[config.mk]
export PLATFORM = sky130hd
export DESIGN_NAME = multi_rule_range_classifier_unit
export DESIGN_NICKNAME = d
export VERILOG_FILES = /design/src/rtl/mrrc_pkg.sv /design/src/rtl/mrrc_ctrl.sv /design/src/rtl/mrrc_dp.sv /design/src/rtl/multi_rule_range_classifier_unit.sv
export SDC_FILE = /design/constraint.sdc
export NUM_CORES = 2
export LEC_CHECK = 0
export BUFFER_PORTS_ARGS = -buffer_cell sky130_fd_sc_hd__buf_4
export CORE_MARGIN = 10
export CORE_UTILIZATION = 25
export DETAILED_ROUTE_END_ITERATION = 6
export PLACE_DENSITY = 0.38
export SYNTH_ARGS = -nofsm -noshare
export SYNTH_HDL_FRONTEND = slang
export SYNTH_HIERARCHICAL = 1
export SYNTH_SLANG_ARGS = --single-unit
export TNS_END_PERCENT = 30
[constraint.sdc]
create_clock -name i_clk -period 10.45 [get_ports i_clk]
set_clock_uncertainty 0.1 [all_clocks]
set_input_delay 2.6125 -clock i_clk [delete_from_list [all_inputs] [get_ports i_clk]]
set_output_delay 2.6125 -clock i_clk [all_outputs]
set_load 0.02 [all_outputs]
[src/rtl/mrrc_pkg.sv]
// Shared types and constants for the range rule classifier.
package mrrc_pkg;

    // Request action codes.
    typedef enum logic [1:0] {
        ACT_WR_LO  = 2'd0,
        ACT_WR_HI  = 2'd1,
        ACT_FIELD  = 2'd2,
        ACT_REPORT = 2'd3
    } t_action;

    // Result kind codes.
    localparam logic KIND_VERDICT = 1'b0;
    localparam logic KIND_COUNT   = 1'b1;

    // Unsigned Q1.16 value of 1.0, the saturation limit.
    localparam logic [16:0] Q_ONE = 17'h10000;

    // Largest hit count.
    localparam logic [31:0] HITS_MAX = 32'hFFFF_FFFF;

    // Number of rules that can be addressed and reported.
    localparam int MAX_RULES = 8;

    // One input request.
    typedef struct packed {
        t_action     action;
        logic [2:0]  rule_index;
        logic [2:0]  field_index;
        logic [16:0] value;
        logic        last_field;
    } t_req;

    // One result item.
    typedef struct packed {
        logic        kind;
        logic [7:0]  match_mask;
        logic [2:0]  rule_number;
        logic [31:0] match_count;
        logic        last;
    } t_res;

    // Commands from the controller to the datapath.
    typedef struct packed {
        logic       wr_bound;
        logic       capture;
        logic       scan_rd;
        logic       emit_verdict;
        logic       emit_count;
        logic       last_count;
        logic [2:0] idx;
    } t_cmd;

    // Status from the datapath to the controller.
    typedef struct packed {
        logic field_ok;
        logic req_last;
        logic cur_last;
    } t_status;

endpackage

[src/rtl/mrrc_ctrl.sv]
// Controller state machine for the range rule classifier.
module mrrc_ctrl #(
    parameter int RULE_COUNT = 8
) (
    input  logic              i_clk,
    input  logic              i_rst_n,
    input  logic              i_start,
    input  mrrc_pkg::t_action i_action,
    input  mrrc_pkg::t_status i_status,
    output logic              o_busy,
    output mrrc_pkg::t_cmd    o_cmd
);
    import mrrc_pkg::*;

    localparam int ACTIVE = (RULE_COUNT < MAX_RULES) ? RULE_COUNT : MAX_RULES;
    localparam int RW     = (ACTIVE > 1) ? $clog2(ACTIVE) : 1;
    localparam logic [RW-1:0] IDX_END = RW'(ACTIVE - 1);

    typedef enum logic [4:0] {
        ST_IDLE   = 5'b00001,
        ST_SCAN   = 5'b00010,
        ST_DRAIN  = 5'b00100,
        ST_EMIT   = 5'b01000,
        ST_REPORT = 5'b10000
    } t_state;

    t_state        r_state, n_state;
    logic [RW-1:0] r_idx, n_idx;

    // Next state, rule counter and datapath commands.
    always_comb begin
        n_state = r_state;
        n_idx   = r_idx;
        o_cmd   = '0;
        o_cmd.idx = 3'(r_idx);
        unique case (r_state)
            ST_IDLE: begin
                n_idx = '0;
                if (i_start) begin
                    unique case (i_action)
                        ACT_WR_LO, ACT_WR_HI: begin
                            o_cmd.wr_bound = 1'b1;
                        end
                        ACT_FIELD: begin
                            o_cmd.capture = 1'b1;
                            if (i_status.field_ok) begin
                                n_state = ST_SCAN;
                            end else if (i_status.req_last) begin
                                n_state = ST_EMIT;
                            end
                        end
                        ACT_REPORT: begin
                            n_state = ST_REPORT;
                        end
                        default: begin
                            n_state = ST_IDLE;
                        end
                    endcase
                end
            end
            ST_SCAN: begin
                o_cmd.scan_rd = 1'b1;
                if (r_idx == IDX_END) begin
                    n_idx   = '0;
                    n_state = ST_DRAIN;
                end else begin
                    n_idx = r_idx + 1'b1;
                end
            end
            ST_DRAIN: begin
                // The final rule's compare lands in this cycle.
                n_state = i_status.cur_last ? ST_EMIT : ST_IDLE;
            end
            ST_EMIT: begin
                o_cmd.emit_verdict = 1'b1;
                n_state = ST_IDLE;
            end
            ST_REPORT: begin
                o_cmd.emit_count = 1'b1;
                if (r_idx == IDX_END) begin
                    o_cmd.last_count = 1'b1;
                    n_idx   = '0;
                    n_state = ST_IDLE;
                end else begin
                    n_idx = r_idx + 1'b1;
                end
            end
            default: begin
                n_state = ST_IDLE;
            end
        endcase
    end

    // State registers.
    always_ff @(posedge i_clk) begin
        if (!i_rst_n) begin
            r_state <= ST_IDLE;
            r_idx   <= '0;
        end else begin
            r_state <= n_state;
            r_idx   <= n_idx;
        end
    end

    assign o_busy = (r_state != ST_IDLE);

endmodule

[src/rtl/mrrc_dp.sv]
// Datapath for the range rule classifier: bound memories, match and hit state, result register.
module mrrc_dp #(
    parameter int FIELD_COUNT = 8,
    parameter int RULE_COUNT  = 8
) (
    input  logic              i_clk,
    input  logic              i_rst_n,
    input  mrrc_pkg::t_req    i_req,
    input  mrrc_pkg::t_cmd    i_cmd,
    output mrrc_pkg::t_status o_status,
    output logic              o_res_strobe,
    output mrrc_pkg::t_res    o_res
);
    import mrrc_pkg::*;

    localparam int ACTIVE = (RULE_COUNT < MAX_RULES) ? RULE_COUNT : MAX_RULES;
    localparam int RW     = (ACTIVE > 1) ? $clog2(ACTIVE) : 1;
    localparam int DEPTH  = RULE_COUNT * FIELD_COUNT;
    localparam int AW     = (DEPTH > 1) ? $clog2(DEPTH) : 1;
    localparam logic [7:0]    ACTIVE_MASK = 8'((1 << ACTIVE) - 1);
    localparam logic [AW-1:0] FIELD_STEP  = AW'(FIELD_COUNT);

    // Bound memories, one entry per rule and field.
    logic [16:0] r_lo_mem [DEPTH];
    logic [16:0] r_hi_mem [DEPTH];

    logic [16:0] sat_value;
    logic        rule_ok;
    logic        field_ok;
    logic [AW-1:0] wr_addr;

    logic [AW-1:0] r_addr;
    logic [16:0]   r_val;
    logic          r_last;
    logic [16:0]   r_rd_lo;
    logic [16:0]   r_rd_hi;
    logic          r_cmp_valid;
    logic [2:0]    r_cmp_rule;
    logic [7:0]    r_match, n_match;
    logic [31:0]   r_hits [ACTIVE];
    logic [7:0]    verdict_mask;
    logic          out_of_range;

    // Saturate the incoming value and check the addressed rule and field.
    assign sat_value = (i_req.value > Q_ONE) ? Q_ONE : i_req.value;
    assign rule_ok   = ({3'b000, i_req.rule_index} < 6'(RULE_COUNT));
    assign field_ok  = ({2'b00, i_req.field_index} < 5'(FIELD_COUNT));
    assign wr_addr   = AW'(AW'(i_req.rule_index) * FIELD_STEP + AW'(i_req.field_index));

    assign o_status.field_ok = field_ok;
    assign o_status.req_last = i_req.last_field;
    assign o_status.cur_last = r_last;

    // Bound writes.
    always_ff @(posedge i_clk) begin
        if (i_cmd.wr_bound && rule_ok && field_ok) begin
            if (i_req.action == ACT_WR_LO) begin
                r_lo_mem[wr_addr] <= sat_value;
            end else begin
                r_hi_mem[wr_addr] <= sat_value;
            end
        end
    end

    // Bound reads, one rule per cycle with registered data.
    always_ff @(posedge i_clk) begin
        if (i_cmd.scan_rd) begin
            r_rd_lo <= r_lo_mem[r_addr];
            r_rd_hi <= r_hi_mem[r_addr];
        end
    end

    // Captured request and the walking read address.
    always_ff @(posedge i_clk) begin
        if (i_cmd.capture) begin
            r_val  <= sat_value;
            r_last <= i_req.last_field;
            r_addr <= AW'(i_req.field_index);
        end else if (i_cmd.scan_rd) begin
            r_addr <= r_addr + FIELD_STEP;
        end
        r_cmp_rule <= i_cmd.idx;
    end

    // Compare stage behind the memory read.
    assign out_of_range = (r_val < r_rd_lo) || (r_val > r_rd_hi);

    always_comb begin
        n_match = r_match;
        if (i_cmd.emit_verdict) begin
            n_match = 8'hFF;
        end else if (r_cmp_valid && out_of_range) begin
            n_match[r_cmp_rule] = 1'b0;
        end
    end

    assign verdict_mask = r_match & ACTIVE_MASK;

    always_ff @(posedge i_clk) begin
        if (!i_rst_n) begin
            r_cmp_valid <= 1'b0;
            r_match     <= 8'hFF;
        end else begin
            r_cmp_valid <= i_cmd.scan_rd;
            r_match     <= n_match;
        end
    end

    // Per-rule hit counters: saturating bump on a verdict, cleared when reported.
    always_ff @(posedge i_clk) begin
        if (!i_rst_n) begin
            for (int r = 0; r < ACTIVE; r++) begin
                r_hits[r] <= '0;
            end
        end else if (i_cmd.emit_verdict) begin
            for (int r = 0; r < ACTIVE; r++) begin
                if (verdict_mask[r] && (r_hits[r] != HITS_MAX)) begin
                    r_hits[r] <= r_hits[r] + 32'd1;
                end
            end
        end else if (i_cmd.emit_count) begin
            r_hits[i_cmd.idx[RW-1:0]] <= '0;
        end
    end

    // Result register and strobe.
    always_ff @(posedge i_clk) begin
        if (!i_rst_n) begin
            o_res_strobe <= 1'b0;
        end else begin
            o_res_strobe <= i_cmd.emit_verdict || i_cmd.emit_count;
        end
    end

    always_ff @(posedge i_clk) begin
        if (i_cmd.emit_verdict) begin
            o_res.kind        <= KIND_VERDICT;
            o_res.match_mask  <= verdict_mask;
            o_res.rule_number <= 3'd0;
            o_res.match_count <= 32'd0;
            o_res.last        <= 1'b1;
        end else if (i_cmd.emit_count) begin
            o_res.kind        <= KIND_COUNT;
            o_res.match_mask  <= 8'd0;
            o_res.rule_number <= i_cmd.idx;
            o_res.match_count <= r_hits[i_cmd.idx[RW-1:0]];
            o_res.last        <= i_cmd.last_count;
        end
    end

endmodule

[src/rtl/multi_rule_range_classifier_unit.sv]
// Range rule classifier: each rule holds an inclusive box of Q1.16 bounds over record fields.
//
// Requests enter on i_req when start is high and busy is low. Bound writes
// (lower or upper) give no result. A record field request is checked
// against each usable rule (RULE_COUNT, at most eight), one rule per cycle
// from the bound memories, so busy stays high through the scan and a drain
// state; a field index at or above FIELD_COUNT skips that check. A field
// that ends a record then passes through an emit state, and its verdict
// (the match mask) strobes on o_res in the cycle after that state. A report
// request keeps busy high while it strobes one count result per usable rule
// in rule order, one a cycle, through the report state and the result
// register; the final one carries last.
// The single read port of each bound memory sets the field rate: one rule
// per cycle. Each result is on o_res for one cycle with o_res_strobe high;
// the receiver takes it then and cannot stall the block. The result register
// lets a new request be accepted while the last result is still shown.
// Reset clears the running match mask to all ones, the hit counters to zero
// and the controller to idle; bounds are unknown until written.
module multi_rule_range_classifier_unit #(
    parameter int FIELD_COUNT = 8,
    parameter int RULE_COUNT  = 8
) (
    input  logic           i_clk,
    input  logic           i_rst_n,
    input  logic           start,
    output logic           busy,
    input  mrrc_pkg::t_req i_req,
    output logic           o_res_strobe,
    output mrrc_pkg::t_res o_res
);
    import mrrc_pkg::*;

    localparam int ACTIVE = (RULE_COUNT < MAX_RULES) ? RULE_COUNT : MAX_RULES;

    t_cmd    cmd;
    t_status status;

    // Control sequencing.
    mrrc_ctrl #(
        .RULE_COUNT (RULE_COUNT)
    ) u_ctrl (
        .i_clk    (i_clk),
        .i_rst_n  (i_rst_n),
        .i_start  (start),
        .i_action (i_req.action),
        .i_status (status),
        .o_busy   (busy),
        .o_cmd    (cmd)
    );

    // Storage, compare and result path.
    mrrc_dp #(
        .FIELD_COUNT (FIELD_COUNT),
        .RULE_COUNT  (RULE_COUNT)
    ) u_dp (
        .i_clk        (i_clk),
        .i_rst_n      (i_rst_n),
        .i_req        (i_req),
        .i_cmd        (cmd),
        .o_status     (status),
        .o_res_strobe (o_res_strobe),
        .o_res        (o_res)
    );

`ifndef ASSERT_OFF
    // A bound write does not leave the block busy.
    a_bound_write_quick: assert property (@(posedge i_clk) disable iff (!i_rst_n)
        (start && !busy && (i_req.action == ACT_WR_LO || i_req.action == ACT_WR_HI))
        |=> !busy)
        else $error("bound write left the block busy");

    // A report keeps the block busy while counts stream out.
    a_report_busy: assert property (@(posedge i_clk) disable iff (!i_rst_n)
        (start && !busy && i_req.action == ACT_REPORT) |=> busy)
        else $error("report accepted without entering the count sweep");

    // A verdict always closes its run.
    a_verdict_last: assert property (@(posedge i_clk) disable iff (!i_rst_n)
        (o_res_strobe && o_res.kind == KIND_VERDICT) |-> o_res.last)
        else $error("verdict without last");

    // Count results only name usable rules.
    a_count_rule: assert property (@(posedge i_clk) disable iff (!i_rst_n)
        (o_res_strobe && o_res.kind == KIND_COUNT) |-> (int'(o_res.rule_number) < ACTIVE))
        else $error("count result for an unused rule");
`endif

endmodule

* Yosys cells after proc, flatten, opt, wreduce, memory -nomap -nowiden
Memories as Yosys holds them, arrays and structs flattened. A register that Yosys moved wholly into a read port is not among the register bits.
Cells that the tools add are included.
** Cells by class
- Order comparisons :: 5
- Bitwise gates (word level) :: 11
- Equal/unequal tests :: 22
- Reductions and logical operators :: 21
- Multiplexer cells :: 79
- Add/sub/neg operators :: 11
** Operator list (count)
- two-way mux 32 bit :: 9
- adder 32 x 1 -> 32 bit (second input constant) :: 8
- inequality test 32 bit (second input constant) :: 8
- two-way mux 44 bit :: 2
- two-way mux 1 bit :: 50
- OR reduction 32 bit :: 1
- one-hot mux 5 bit (4 select lines) :: 1
- two-way mux 3 bit :: 6
- greater-than comparator 17 bit :: 1
- greater-than comparator 17 bit (second input constant) :: 1
- < comparator 17 bit :: 1
- two-way mux 17 bit :: 1
- two-way mux 5 bit :: 3
- logical AND 1 bit :: 10
- one-hot mux 5 bit (2 select lines) :: 1
- AND 8 bit :: 1
- inverter 8 bit :: 1
- OR 1 bit :: 8
- adder 6 x 3 -> 6 bit :: 1
- adder 6 x 4 -> 6 bit (second input constant) :: 1
- two-way mux 2 bit :: 3
- one-hot mux 3 bit (2 select lines) :: 1
- nonzero test 2 bit :: 3
- OR reduction 2 bit :: 3
- other kinds (21) :: 24
** Word-level totals
- Logic and storage cells :: 167
- Memory bits (writable) :: 2432
- Register bits :: 90
- Memories :: 3
** Memory list
- u_dp.r_hi_mem :: words 64, width 17, read ports 1, clocked after memory_dff 1, wr ports 1, line mrrc_dp.sv:25 : logic [16:0] r_hi_mem [DEPTH];
- u_dp.r_lo_mem :: words 64, width 17, read ports 1, clocked after memory_dff 1, wr ports 1, line mrrc_dp.sv:24 : logic [16:0] r_lo_mem [DEPTH];
- u_dp.r_hits :: words 8, width 32, read ports 9, clocked after memory_dff 1, wr ports 8, line mrrc_dp.sv:40 : logic [31:0] r_hits [ACTIVE];

* Depth between registers and ports, before layout
- Word-level depth :: 9
- Gate-level depth with buffers :: 11

* Hierarchy
Netlist, hierarchy kept.
** Modules (own cells, without submodules)
- mrrc_dp :: area each 101861.4 µm², cells an instance 5344, times used 1
- mrrc_ctrl :: area each 541.8 µm², cells an instance 62, times used 1

* Worst setup path before layout
Ideal clock, no wire load.
- Path kind :: input to register
- From :: input i_req[4] in the netlist's numbering
- To :: memory u_dp.r_hi_mem[0][10] (data pin)
- Slack :: 3.081 ns
- Setup time :: 0.829 ns
- Stages :: 3
- Data required time :: 9.521 ns
- Arrival :: 6.440 ns
- Path buffers :: 0
- Cells stage by stage :: nor4_1 -> a41oi_1 -> nor2b_1
** On the way
- Word-level cells in the longest chain between the ends :: 2
** Ends and longest elaborated chain
- from (decl) :: line multi_rule_range_classifier_unit.sv:27 : input mrrc_pkg::t_req i_req,
- greater-than comparator 17 bit :: line mrrc_dp.sv:45 : assign sat_value = (i_req.value > Q_ONE) ? Q_ONE : i_req.value;
- two-way mux 17 bit :: line mrrc_dp.sv:45
- net u_dp.sat_value[10] :: line mrrc_dp.sv:27 : logic [16:0] sat_value;
- to (decl) :: line mrrc_dp.sv:25
The timed path passes the listed nets, and every way through them passes these cells.

==> impl_metrics.py <==
metrics = {
    "routing": {
        "dr.pass1.iters": 5,
        "ant_nets": 0,
        "vias_per_cell": 4.606,
        "num_vias": 52000,
        "routedWlPerCell_um": 27.30,
        "drcViolationCount": 0,
        "drt_iter0_markers": 4218,
        "wl_um": 308200,
    },
    "clocking": {
        "hold_buffers": 0,
        "cts_buffers": 298,
        "htreeDepth": 5,
        "cts.sinks": 2556,
        "cts.clk_slew.worst_paths_ns": 0.06,
        "clockRootBuffer": "clkbuf_16",
        "post-cts-setup-buffers": 0,
        "clkLatencyLatePin_ns": 0.93,
        "cts_resized": 0,
        "clockBufferDepth": 4,
        "cts_tree": "built",
    },
    "synthesis": {
        "synthTopCellsByArea": "edfxtp_1 66%, mux4_2 16%, dfxtp_1 6.2%",
        "synthAdderAreaFrac_pct": 0.5376,
        "syn_nets": 5479,
        "synth_seq_cells": 2556,
        "synthSimpleGateAreaFrac_pct": 5.484,
        "ys_seq_area_share_pct": 71.85,
        "syn_inst": 5406,
        "synth_cell_types": 76,
        "synth-compound-area-share_pct": 2.149,
        "synth_top_area_share_pct": 65.66,
        "synth_mux_area_share_pct": 16.65,
        "syn_avg_cell_area_um2": 18.94,
        "syn-cell-area_mm2": 0.1024,
        "synth_top_family_by_area": "multiplexers",
        "synth_most_common_cell": "edfxtp_1",
        "yosysWarnings": 6,
        "async_reset_ff_share_pct": 0,
        "synth-xor-area-share_pct": 1.745,
        "synth_edf_count": 2239,
        "synth_top_area_cell": "edfxtp_1",
        "ys_top_cells_by_count": "2239 x edfxtp_1, 731 x mux4_2, 418 x nor2_1, 317 x dfxtp_1, 155 x clkbuf_1",
        "ys.flop_type": "edfxtp_1",
    },
    "power": {
        "p_switching_mw": 5.017,
        "power_density_mw_per_mm2": 188.0,
        "p_leak_nw": 36.42,
        "total_power_mw": 22.46,
        "power.share.clock_pct": 45.5,
        "seqPwrFrac_pct": 50.0,
        "ir_drop_v": 0.0001228,
        "internal_power_mw": 17.44,
        "sw_frac_of_total_pct": 22.34,
        "p_comb_share_pct": 4.5,
    },
    "global_routing": {
        "antenna_found_initial": 27,
        "grt.overflow.total": 0,
        "grt_max_degree": 130,
        "grt_pass1_vias": 53320,
        "grt_pass1_wl_um": 433100,
        "grt_use_total_pct": 13.77,
    },
    "floorplan": {
        "rows": 234,
        "die_w_um": 660.0,
        "die_area_mm2": 0.4356,
        "die_h_um": 660.0,
        "core_mm2": 0.4073,
        "num_io_pins": 76,
        "start_util_pct": 25.14,
    },
    "finish": {
        "area_delta_synth_final_pct": 16.64,
        "post-route-cell-area_mm2": 0.1194,
        "layout.nets": 5689,
        "drive_gt1_share_pct": 26.29,
    },
    "setup_path": {
        "cp.arrival_ns": 5.95,
        "critPathCaptureType": "flip-flop",
        "required_ns": 10.89,
        "worst-path-max-fanout": 17,
        "crit_path_start_kind": "primary input",
        "reg2reg_slack_ns": 5.71,
        "path_class": "primary input to flip-flop",
    },
    "placement": {
        "place_area_mm2": 0.1100,
        "port_buffers": 75,
        "place_ws_ns": 3.992,
        "globalplace.congestion": 0.7707,
        "dp_hpwl_um": 189700,
    },
    "timing": {
        "final_max_slew_viol_count": 0,
        "hold_ws_ns": 0.3626,
        "setup_slack_ns": 4.934,
        "worst_slew_margin_rel_pct": 19.49,
        "setup_tns_ns": 0,
        "hold_violations": 0,
        "fin_crit_ns": 5.516,
        "finalCritPeriodShare_pct": 52.78,
        "setup_viol": 0,
        "fmax_mhz": 181.3,
        "tightest_slew_ns": 1.206,
        "rsz0062_at_grt": "false",
    },
    "job": {
        "cap_violations": 0,
    },
    "min_path": {
        "hp-class": "flip-flop to flip-flop",
    },
    "run_status": {
        "status": "finished clean",
    },
}
[registers in the layout, summed over array words and instances, names as in the netlist]
signal / count
u_ctrl/r_state: 5
u_dp/o_res_strobe: 1
u_dp/r_cmp_valid: 1
u_dp/r_last: 1
u_dp/o_res: 45
u_dp/r_rd_hi: 17
u_dp/r_val: 17
u_dp/r_match: 8
u_dp/r_hi_mem: 1088
u_dp/r_addr: 6
u_dp/r_rd_lo: 17
u_dp/r_cmp_rule: 3
u_dp/r_lo_mem: 1088
u_dp/r_hits: 256
u_ctrl/r_idx: 3
[worst max-delay path, stage by stage]
cell	delay (ns)
buf_4	0.14
nor3b_1	0.24
o21a_1	0.92
nand3_2	0.83
nor2_2	1.14
[layer usage]
layer  vias up  global-route usage (%)  share of wire (%)
met5         -                       0              0.026
met3       381                   1.831                4.2
met2      1250                   22.92                 48
met4        12                   3.585                2.6
li1      22510                       -                  -
met1     27850                   18.95                 45
[cells by family (layout without fill, tap and decap cells)]
logic type	count (synthesis)	count (layout)
flip-flops	2556	2556
AND/OR/NAND/NOR	1120	1120
multiplexers	789	789
buffers and inverters	357	805
AO/OA/AOI/OAI	335	335
XOR/XNOR	204	204
adder cells (fa/ha/maj)	44	44
other	1	10
[metrics by stage]
stage / utilization, % / std cells
3_5_place_dp: 27.01 / 10740
4_1_cts: 29.32 / 11280
5_1_grt: 29.32 / 11280
2_1_floorplan: - / 5406
6_report: 29.33 / 11290
3_3_place_gp: 27.01 / 10740
[cells in the final DEF (no fill, tap or decap), types with 56 or more instances in the layout]
master | netlist | layout
edfxtp_1 | 2239 | 2239
mux4_2 | 731 | 731
dfxtp_1 | 317 | 312
clkbuf_16 | 0 | 307
nor2_1 | 418 | 288
buf_4 | 17 | 184
nand2_1 | 147 | 147
nor2_2 | 0 | 130
xnor2_1 | 119 | 119
nand3_1 | 109 | 107
nand4_1 | 90 | 90
xor2_1 | 85 | 85
clkbuf_1 | 155 | 72
a21oi_1 | 72 | 72
a211oi_1 | 72 | 72
inv_1 | 73 | 72
o21ai_0 | 64 | 63
mux2i_1 | 57 | 57
nor3_1 | 56 | 56
[final timing paths]
path,startpoint,endpoint,cells after the start
setup reg to reg,u_dp/r_addr[0]$_DFFE_PP_,u_dp/r_rd_lo[2]$_DFFE_PP_,8
setup / recovery,i_req[25],u_dp/r_hi_mem[26][11]$_DFFE_PP_,5
hold / removal,u_dp/o_res[44]$_SDFFE_PP0P_,u_dp/o_res[44]$_SDFFE_PP0P_,2
hold reg to reg,u_dp/o_res[44]$_SDFFE_PP0P_,u_dp/o_res[44]$_SDFFE_PP0P_,2
[layout make-up]
class | count | area (µm²)
diodes | 9 | 22.52
repair buffers | 194 | 1573
clock buffers | 387 | 8063
well taps | 5428 | 6792
fillers | 39940 | 287800
multi-input cells | 2493 | 27750
clock inverters | 151 | 1375
flip-flops and latches | 2556 | 73590
inverters | 73 | 274.0
[power by group through the flow]
stage	Clock, mW	Sequential (mW)	Combinational [mW]
3_5_place_dp	0	11.4	1.05
3_3_place_gp	0	11.4	1.04
2_1_floorplan	0	11.5	0.473
5_1_grt	11.0	11.2	1.09
6_report	10.2	11.2	1.02
4_1_cts	10.6	11.2	1.05
Power figures use the tool's default switching activity.
